### src/hdl/skvt_pkg.sv
// Shared types and operation codes for the sorted key-value table.
`timescale 1ns / 1ps

package skvt_pkg;

    localparam int FIELD_BITS   = 32;
    localparam int ENTRIES_BITS = 5;

    localparam logic [2:0] OP_INSERT = 3'd0;
    localparam logic [2:0] OP_FIND   = 3'd1;
    localparam logic [2:0] OP_ERASE  = 3'd2;
    localparam logic [2:0] OP_ACCESS = 3'd3;
    localparam logic [2:0] OP_CLEAR  = 3'd4;

    typedef struct packed {
        logic [2:0]            op;
        logic [FIELD_BITS-1:0] key;
        logic [FIELD_BITS-1:0] data_in;
    } t_request;

    typedef struct packed {
        logic                    success;
        logic                    found;
        logic [FIELD_BITS-1:0]   data_out;
        logic [ENTRIES_BITS-1:0] entries;
        logic                    full_reject;
    } t_result;

endpackage

### src/hdl/skvt_store.sv
// Key and value memories: one write port, one read port with registered read data.
`timescale 1ns / 1ps

module skvt_store #(
    parameter int DEPTH  = 16,
    parameter int ADDR_W = 4,
    parameter int KEY_W  = 32,
    parameter int VAL_W  = 32
) (
    input  logic              i_clk,
    input  logic              i_we,
    input  logic [ADDR_W-1:0] i_waddr,
    input  logic [KEY_W-1:0]  i_wkey,
    input  logic [VAL_W-1:0]  i_wval,
    input  logic [ADDR_W-1:0] i_raddr,
    output logic [KEY_W-1:0]  o_rkey,
    output logic [VAL_W-1:0]  o_rval
);

    logic [KEY_W-1:0] r_key_mem [DEPTH];
    logic [VAL_W-1:0] r_val_mem [DEPTH];
    logic [KEY_W-1:0] r_rkey;
    logic [VAL_W-1:0] r_rval;

    always_ff @(posedge i_clk) begin
        if (i_we) begin
            r_key_mem[i_waddr] <= i_wkey;
            r_val_mem[i_waddr] <= i_wval;
        end
    end

    always_ff @(posedge i_clk) begin
        r_rkey <= r_key_mem[i_raddr];
        r_rval <= r_val_mem[i_raddr];
    end

    assign o_rkey = r_rkey;
    assign o_rval = r_rval;

endmodule

### src/hdl/sorted_key_value_table_core.sv
// Top level: sequencer for the sorted key-value table over a shared compare unit.
// Clear and unused codes answer straight from idle; find and erase scan, then decide, and erase
//   may shift left; insert and access scan, then decide, and may shift right before the put.
// Throughput: one item at a time; busy stays high until the result strobe.
// The scan reads one stored entry per cycle; each shift moves one entry per cycle.
// Reset (synchronous, active low) empties the table; memory contents are not cleared.
`timescale 1ns / 1ps

module sorted_key_value_table_core #(
    parameter int CAPACITY   = 16,
    parameter int KEY_BITS   = 32,
    parameter int VALUE_BITS = 32
) (
    input  logic              i_clk,
    input  logic              i_rst_n,
    input  logic              start,
    output logic              busy,
    input  skvt_pkg::t_request i_req,
    output logic              o_valid,
    output skvt_pkg::t_result o_rsp
);

    import skvt_pkg::*;

    localparam int AW = (CAPACITY > 1) ? $clog2(CAPACITY) : 1;
    localparam int CW = $clog2(CAPACITY + 1);
    localparam int KW = (KEY_BITS < FIELD_BITS) ? KEY_BITS : FIELD_BITS;
    localparam int VW = (VALUE_BITS < FIELD_BITS) ? VALUE_BITS : FIELD_BITS;

    localparam logic [CW-1:0] ONE_C = CW'(1);
    localparam logic [CW-1:0] TWO_C = CW'(2);
    localparam logic [CW-1:0] CAP_C = CW'(CAPACITY);

    localparam logic [2:0] S_IDLE   = 3'd0;
    localparam logic [2:0] S_SCAN   = 3'd1;
    localparam logic [2:0] S_DECIDE = 3'd2;
    localparam logic [2:0] S_SHL    = 3'd3;
    localparam logic [2:0] S_SHR    = 3'd4;
    localparam logic [2:0] S_PUT    = 3'd5;

    logic [2:0]    r_state, n_state;
    logic [2:0]    r_op, n_op;
    logic [KW-1:0] r_key, n_key;
    logic [VW-1:0] r_val, n_val;
    logic [CW-1:0] r_idx, n_idx;
    logic [CW-1:0] r_pos, n_pos;
    logic          r_hit, n_hit;
    logic [VW-1:0] r_fval, n_fval;
    logic [CW-1:0] r_cnt, n_cnt;
    logic          r_valid, n_valid;
    logic          r_success, n_success;
    logic          r_found, n_found;
    logic [VW-1:0] r_data, n_data;
    logic          r_reject, n_reject;

    logic          s_we;
    logic [CW-1:0] s_waddr;
    logic [KW-1:0] s_wkey;
    logic [VW-1:0] s_wval;
    logic [CW-1:0] s_raddr;
    logic [KW-1:0] s_rkey;
    logic [VW-1:0] s_rval;

    logic [KW:0]   s_diff;
    logic          s_lt;
    logic          s_eq;

    skvt_store #(
        .DEPTH  (CAPACITY),
        .ADDR_W (AW),
        .KEY_W  (KW),
        .VAL_W  (VW)
    ) u_store (
        .i_clk   (i_clk),
        .i_we    (s_we),
        .i_waddr (s_waddr[AW-1:0]),
        .i_wkey  (s_wkey),
        .i_wval  (s_wval),
        .i_raddr (s_raddr[AW-1:0]),
        .o_rkey  (s_rkey),
        .o_rval  (s_rval)
    );

    // shared compare unit: one subtract gives both order and equality
    assign s_diff = {1'b0, s_rkey} - {1'b0, r_key};
    assign s_lt   = s_diff[KW];
    assign s_eq   = (s_diff[KW-1:0] == '0);

    always_comb begin
        n_state   = r_state;
        n_op      = r_op;
        n_key     = r_key;
        n_val     = r_val;
        n_idx     = r_idx;
        n_pos     = r_pos;
        n_hit     = r_hit;
        n_fval    = r_fval;
        n_cnt     = r_cnt;
        n_valid   = 1'b0;
        n_success = r_success;
        n_found   = r_found;
        n_data    = r_data;
        n_reject  = r_reject;
        s_we      = 1'b0;
        s_waddr   = r_idx;
        s_wkey    = s_rkey;
        s_wval    = s_rval;
        s_raddr   = '0;

        unique case (r_state)
            S_IDLE: begin
                if (start) begin
                    n_op  = i_req.op;
                    n_key = i_req.key[KW-1:0];
                    n_val = i_req.data_in[VW-1:0];
                    n_idx = '0;
                    case (i_req.op) inside
                        OP_CLEAR: begin
                            n_cnt     = '0;
                            n_valid   = 1'b1;
                            n_success = 1'b1;
                            n_found   = 1'b0;
                            n_data    = '0;
                            n_reject  = 1'b0;
                        end
                        OP_INSERT, OP_FIND, OP_ERASE, OP_ACCESS: begin
                            if (r_cnt == '0) begin
                                n_pos   = '0;
                                n_hit   = 1'b0;
                                n_state = S_DECIDE;
                            end else begin
                                n_state = S_SCAN;
                            end
                        end
                        default: begin
                            n_valid   = 1'b1;
                            n_success = 1'b0;
                            n_found   = 1'b0;
                            n_data    = '0;
                            n_reject  = 1'b0;
                        end
                    endcase
                end
            end
            S_SCAN: begin
                if (s_lt) begin
                    if (r_idx + ONE_C == r_cnt) begin
                        n_pos   = r_cnt;
                        n_hit   = 1'b0;
                        n_state = S_DECIDE;
                    end else begin
                        n_idx   = r_idx + ONE_C;
                        s_raddr = r_idx + ONE_C;
                    end
                end else begin
                    n_pos   = r_idx;
                    n_hit   = s_eq;
                    n_fval  = s_rval;
                    n_state = S_DECIDE;
                end
            end
            S_DECIDE: begin
                n_success = 1'b0;
                n_found   = r_hit;
                n_data    = '0;
                n_reject  = 1'b0;
                n_state   = S_IDLE;
                case (r_op) inside
                    OP_FIND: begin
                        n_valid   = 1'b1;
                        n_success = 1'b1;
                        n_data    = r_hit ? r_fval : '0;
                    end
                    OP_ERASE: begin
                        if (!r_hit) begin
                            n_valid = 1'b1;
                        end else if (r_pos + ONE_C < r_cnt) begin
                            n_idx   = r_pos;
                            s_raddr = r_pos + ONE_C;
                            n_state = S_SHL;
                        end else begin
                            n_cnt     = r_cnt - ONE_C;
                            n_valid   = 1'b1;
                            n_success = 1'b1;
                        end
                    end
                    OP_INSERT, OP_ACCESS: begin
                        if (r_hit) begin
                            n_valid = 1'b1;
                            if (r_op == OP_ACCESS) begin
                                n_success = 1'b1;
                                n_data    = r_fval;
                            end
                        end else if (r_cnt == CAP_C) begin
                            n_valid  = 1'b1;
                            n_reject = 1'b1;
                        end else if (r_cnt > r_pos) begin
                            n_idx   = r_cnt;
                            s_raddr = r_cnt - ONE_C;
                            n_state = S_SHR;
                        end else begin
                            n_state = S_PUT;
                        end
                    end
                    default: begin
                        n_valid = 1'b1;
                    end
                endcase
            end
            S_SHL: begin
                s_we = 1'b1;
                if (r_idx + TWO_C < r_cnt) begin
                    n_idx   = r_idx + ONE_C;
                    s_raddr = r_idx + TWO_C;
                end else begin
                    n_cnt     = r_cnt - ONE_C;
                    n_valid   = 1'b1;
                    n_success = 1'b1;
                    n_state   = S_IDLE;
                end
            end
            S_SHR: begin
                s_we = 1'b1;
                if (r_idx - ONE_C > r_pos) begin
                    n_idx   = r_idx - ONE_C;
                    s_raddr = r_idx - TWO_C;
                end else begin
                    n_state = S_PUT;
                end
            end
            S_PUT: begin
                s_we      = 1'b1;
                s_waddr   = r_pos;
                s_wkey    = r_key;
                s_wval    = (r_op == OP_INSERT) ? r_val : '0;
                n_cnt     = r_cnt + ONE_C;
                n_valid   = 1'b1;
                n_success = 1'b1;
                n_found   = 1'b0;
                n_data    = '0;
                n_reject  = 1'b0;
                n_state   = S_IDLE;
            end
            default: begin
                n_state = S_IDLE;
            end
        endcase
    end

    always_ff @(posedge i_clk) begin
        if (!i_rst_n) begin
            r_state <= S_IDLE;
            r_cnt   <= '0;
            r_valid <= 1'b0;
        end else begin
            r_state <= n_state;
            r_cnt   <= n_cnt;
            r_valid <= n_valid;
        end
    end

    always_ff @(posedge i_clk) begin
        r_op      <= n_op;
        r_key     <= n_key;
        r_val     <= n_val;
        r_idx     <= n_idx;
        r_pos     <= n_pos;
        r_hit     <= n_hit;
        r_fval    <= n_fval;
        r_success <= n_success;
        r_found   <= n_found;
        r_data    <= n_data;
        r_reject  <= n_reject;
    end

    assign busy                = (r_state != S_IDLE);
    assign o_valid             = r_valid;
    assign o_rsp.success       = r_success;
    assign o_rsp.found         = r_found;
    assign o_rsp.data_out      = FIELD_BITS'(r_data);
    assign o_rsp.entries       = ENTRIES_BITS'(32'(r_cnt));
    assign o_rsp.full_reject   = r_reject;

    a_valid_when_idle: assert property (@(posedge i_clk) disable iff (!i_rst_n)
        o_valid |-> !busy)
        else $error("result strobe while sequencer busy");

    a_count_bound: assert property (@(posedge i_clk) disable iff (!i_rst_n)
        r_cnt <= CAP_C)
        else $error("entry count above capacity");

    a_clear_empties: assert property (@(posedge i_clk) disable iff (!i_rst_n)
        (start && !busy && i_req.op == OP_CLEAR) |=> (o_valid && r_cnt == '0))
        else $error("clear did not empty the table");

    a_reject_full: assert property (@(posedge i_clk) disable iff (!i_rst_n)
        (o_valid && o_rsp.full_reject) |-> (r_cnt == CAP_C && !o_rsp.success))
        else $error("full reject with room left");

    a_put_grows: assert property (@(posedge i_clk) disable iff (!i_rst_n)
        (r_state == S_PUT) |=> (r_cnt == $past(r_cnt) + ONE_C && o_valid))
        else $error("insert did not grow the table");

endmodule
### config.mk
export PLATFORM = sky130hd
export DESIGN_NAME = sorted_key_value_table_core
export DESIGN_NICKNAME = d
export VERILOG_FILES = /design/src/hdl/skvt_pkg.sv /design/src/hdl/skvt_store.sv /design/src/hdl/sorted_key_value_table_core.sv
export SDC_FILE = /design/constraint.sdc
export NUM_CORES = 2
export LEC_CHECK = 0
export ABC_AREA = 1
export BUFFER_PORTS_ARGS = -buffer_cell sky130_fd_sc_hd__buf_4
export CAP_MARGIN = 10
export CORE_AREA = 2 2 353 355
export CTS_CLUSTER_SIZE = 24
export DETAILED_ROUTE_END_ITERATION = 12
export DIE_AREA = 0 0 355 357
export RECOVER_POWER = 50
export SLEW_MARGIN = 10
export SYNTH_ARGS = -nofsm -noshare
export SYNTH_HDL_FRONTEND = slang
export SYNTH_HIERARCHICAL = 1
export SYNTH_SLANG_ARGS = --single-unit
### constraint.sdc
create_clock -name i_clk -period 4.4 [get_ports i_clk]
set_input_delay 0.22 -clock i_clk [delete_from_list [all_inputs] [get_ports i_clk]]
set_output_delay 0.22 -clock i_clk [all_outputs]
set_load 0.05 [all_outputs]
==> out/qor.csv <==
stage;metric;value;unit
logic_synthesis;synth-compound-area-share;1.97;%
detailed_routing;drtAntennaViolNets;0;
logic_synthesis;synth_top_family_by_area;simple AND/OR/NAND/NOR gates;
outcome;violations;max-capacitance violations, max-slew violations;
placed_design;gp_congestion;0.900;
logic_synthesis;ys_warn_count;6;
grt;track_usage;22.8;%
pwr;seq_power_share;39.3;%
min_path;whs_endpoint;r_val[2];
clocking;cts-htree-levels;4;
cells_and_area;antenna_cells;0;
min_path;min-delay-path-class;input pin to flop;
logic_synthesis;yosysTopAreaCell;edfxtp_1;
detailed_routing;wl_per_cell;19.3;um
floorplan;ios;112;
worst_setup_path;cp_max_fo;43;
worst_setup_path;r2r-end;u_store/o_rkey[18];
timing;setup_viol;0;
worst_setup_path;rr_startpoint;r_key[23];
worst_setup_path;ff2ff_path_depth;18;
cells_and_area;ff_latch_area;36600;um2
grt;grt_pass1_wl;219;mm
logic_synthesis;synth.top_cell.area_share;63.7;%
grt;grt_pass1_vias;36000;
placed_design;dp_hpwl;79.3;mm
outcome;outcome;finished with violations;
timing;max_clock_freq;244;MHz
worst_setup_path;critPathCaptureType;flop;
timing;drv_slew;104;
clocking;clk_pin_slew;0.06;ns
placed_design;io_buffer_count;111;
pwr;comb_power_share;33.3;%
timing;rsz0062_at_grt;no;
cells_and_area;final_cell_area;63700;um2
clocking;clock-root-buffer;clkbuf_16;
logic_synthesis;synthCells;5483;
clocking;numCtsBuffers;134;
pwr;leakage;27.0;nW
logic_synthesis;yosys-top-cells-area;edfxtp_1 (64%), nand2_1 (12%), nand3_1 (7.5%);
floorplan;num_rows;129;
logic_synthesis;yosys.area_share.simple;20.7;%
floorplan;floorplan.initialDensity;44.8;%
clocking;cts-resized-gates;0;
floorplan;dieArea;127000;um2
detailed_routing;vias_per_cell;5.06;
clocking;clk_path_buf_depth;3;
clocking;clk_latency;0.76;ns
cells_and_area;final_cell_mix;nand2_1 (1,717), edfxtp_1 (1,169), inv_1 (981);
timing;tightest_slew;2.44;ns
pwr;internal_power;0.0259;W
detailed_routing;drc;0;
pwr;p_sw_share;36.4;%
grt;antenna_found_initial;1;
pwr;vdd_drop_max;0.492;mV
logic_synthesis;synth.area.mux_share;0;%
detailed_routing;drt_iter0_drc;3369;
logic_synthesis;synth_adder_area_share;1.40;%
pwr;powerDensity;638;nW/um2
detailed_routing;routed_wl;144;mm
min_path;min_from;i_req[2];
logic_synthesis;synth-edff-count;1169;
job;maxCapViolations;3;
logic_synthesis;ys.flop_type;edfxtp_1;
cells_and_area;multiInputGateArea;13600;um2
clocking;clock_sinks;1242;
cells_and_area;drive_above_1_share;7.20;%
cells_and_area;area.growth.synth_to_final;15.5;%
timing;relSlewSlack;-62.5;%
pwr;p_switching;0.0148;W
worst_setup_path;arrival;4.80;ns
worst_setup_path;cp.required;5.10;ns
floorplan;fp.dieW;355;um
worst_setup_path;reg2reg_slack;0.30;ns
grt;grt_max_degree;99;
worst_setup_path;critPathKind;flop to flop;
timing;min_period;4.10;ns
logic_synthesis;syn_area;55100;um2
logic_synthesis;synth_cell_type_count;47;
cells_and_area;fillers;11000;
detailed_routing;dr.pass1.iters;6;
clocking;post_cts_buffers;0;
placed_design;placed_cell_area;59100;um2
logic_synthesis;ys_seq_area_share;66.4;%
floorplan;fp.dieH;357;um
cells_and_area;utilization;51.8;%
pwr;clkPwrFrac;27.4;%
min_path;hold_depth;2;
clocking;cts_tree;built;
floorplan;coreArea;123000;um2
grt;grt_overflow;0;
cells_and_area;finalNetCount;5886;
logic_synthesis;avgSynthCellArea;10.1;um2
logic_synthesis;synth_seq_cells;1242;
detailed_routing;num_vias;38000;
logic_synthesis;async_reset_ff_share;0;%
cells_and_area;final_common_cell;nand2_1;
logic_synthesis;syn_nets;5614;
worst_setup_path;cp-start-kind;flop;
timing;finClkSkew;0.0529;ns
timing;hold_viol;0;
timing;fin_crit_sh;93.2;%
logic_synthesis;synth_xor_xnor_area_share;0.302;%
## critical path, stage by stage (launching register included)
cell      delay [ns]
edfxtp_1        0.35
inv_1           0.12
ha_1            0.32
a21oi_1         0.22
inv_1           0.09
nor2_1          0.18
nand2_1         0.09
a21oi_1         0.38
nand2_2         0.29
inv_2           0.16
nand3_1         0.14
buf_4           0.21
o221ai_4        0.25
buf_4           0.25
buf_4           0.49
nand3_1         0.15
nand3_1         0.11
nand3_1         0.08
nand2_1         0.08
## through the flow
stage	hold WS, ns	power, W	setup slack (ns)	std cells	setup TNS [ns]
after floorplan	0.319	0.0252	-0.359	5483	-136.99
after global placement	0.399	0.0299	0.362	7187	0
after detailed placement	0.399	0.0300	0.377	7187	0
after CTS	0.119	0.0412	0.355	7498	0
after global routing	0.171	0.0429	0.0140	7498	0
final	0.189	0.0406	0.301	7498	0
## sequential cells by signal, indices dropped and copies added (netlist names), 32 cells and up
name	cells
r_val	32
r_fval	32
u_store/o_rkey	32
u_store/r_val_mem	512
r_data	32
u_store/o_rval	32
u_store/r_key_mem	512
r_key	32
## what timing repair did
action | 4_1_cts | 5_1_grt
endpoints found under the setup margin | 0 | 0
endpoints found under the hold margin | 77 | 0
hold buffers | 69 | 0
## final cells by class
cell class	instances	share of cell area, %
Timing Repair Buffer	378	5.21
Clock inverter	56	1.14
Inverter	992	5.90
Clock buffer	186	5.70
Sequential cell	1242	57.4
Multi-Input combinational cell	3007	21.4
Tap cell	1637	3.22
## cell usage after synthesis (all sizes together) (5+ instances only)
master / count
a21oi: 59
edfxtp: 1169
nand3b: 5
nand3: 830
o21ai: 106
nand4: 14
xor2: 17
nand2: 1720
clkbuf: 38
dfxtp: 73
o21bai: 5
buf: 204
nor2: 144
a31oi: 6
inv: 991
nor3: 10
ha: 60
o221ai: 6
## power groups by stage
stage / sequential, W / clock (W) / combinational [W]
2_1_floorplan: 0.0164 / 0 / 0.00877
3_3_place_gp: 0.0162 / 0 / 0.0137
3_5_place_dp: 0.0162 / 0 / 0.0138
4_1_cts: 0.0159 / 0.0113 / 0.0139
5_1_grt: 0.0161 / 0.0118 / 0.0151
6_report: 0.0160 / 0.0111 / 0.0135
## how the worst max path moves through the flow
stage	startpoint	end	slack, ns	cells after the start
after floorplan	r_state[0]	u_store/r_key_mem[5][0]	-0.36	10
after global placement	r_key[24]	u_store/o_rval[11]	0.36	19
after detailed placement	r_key[24]	u_store/o_rval[7]	0.38	19
after CTS	r_key[24]	u_store/o_rval[11]	0.35	19
after global routing	r_pos[1]	u_store/o_rval[1]	0.01	21
final	r_key[23]	u_store/o_rkey[18]	0.30	18
## logic make-up (layout without fill, tap and decap cells)
family | count (synthesis) | in the layout
fa+ha+maj | 61 | 61
buf+inv | 1234 | 1612
xor+xnor | 19 | 19
compound gates | 196 | 196
simple gates | 2731 | 2731
flops | 1242 | 1242
## layer usage
metal  GRT usage, %  vias up  wire length (um)
met4           8.70        2              4760
met3           3.40      267              9470
met5              0        -                13
met1           31.3    18100             63000
li1               -    18300                 -
met2           36.7     1312             67200
Note: power is estimated with default switching activity, not from simulation.
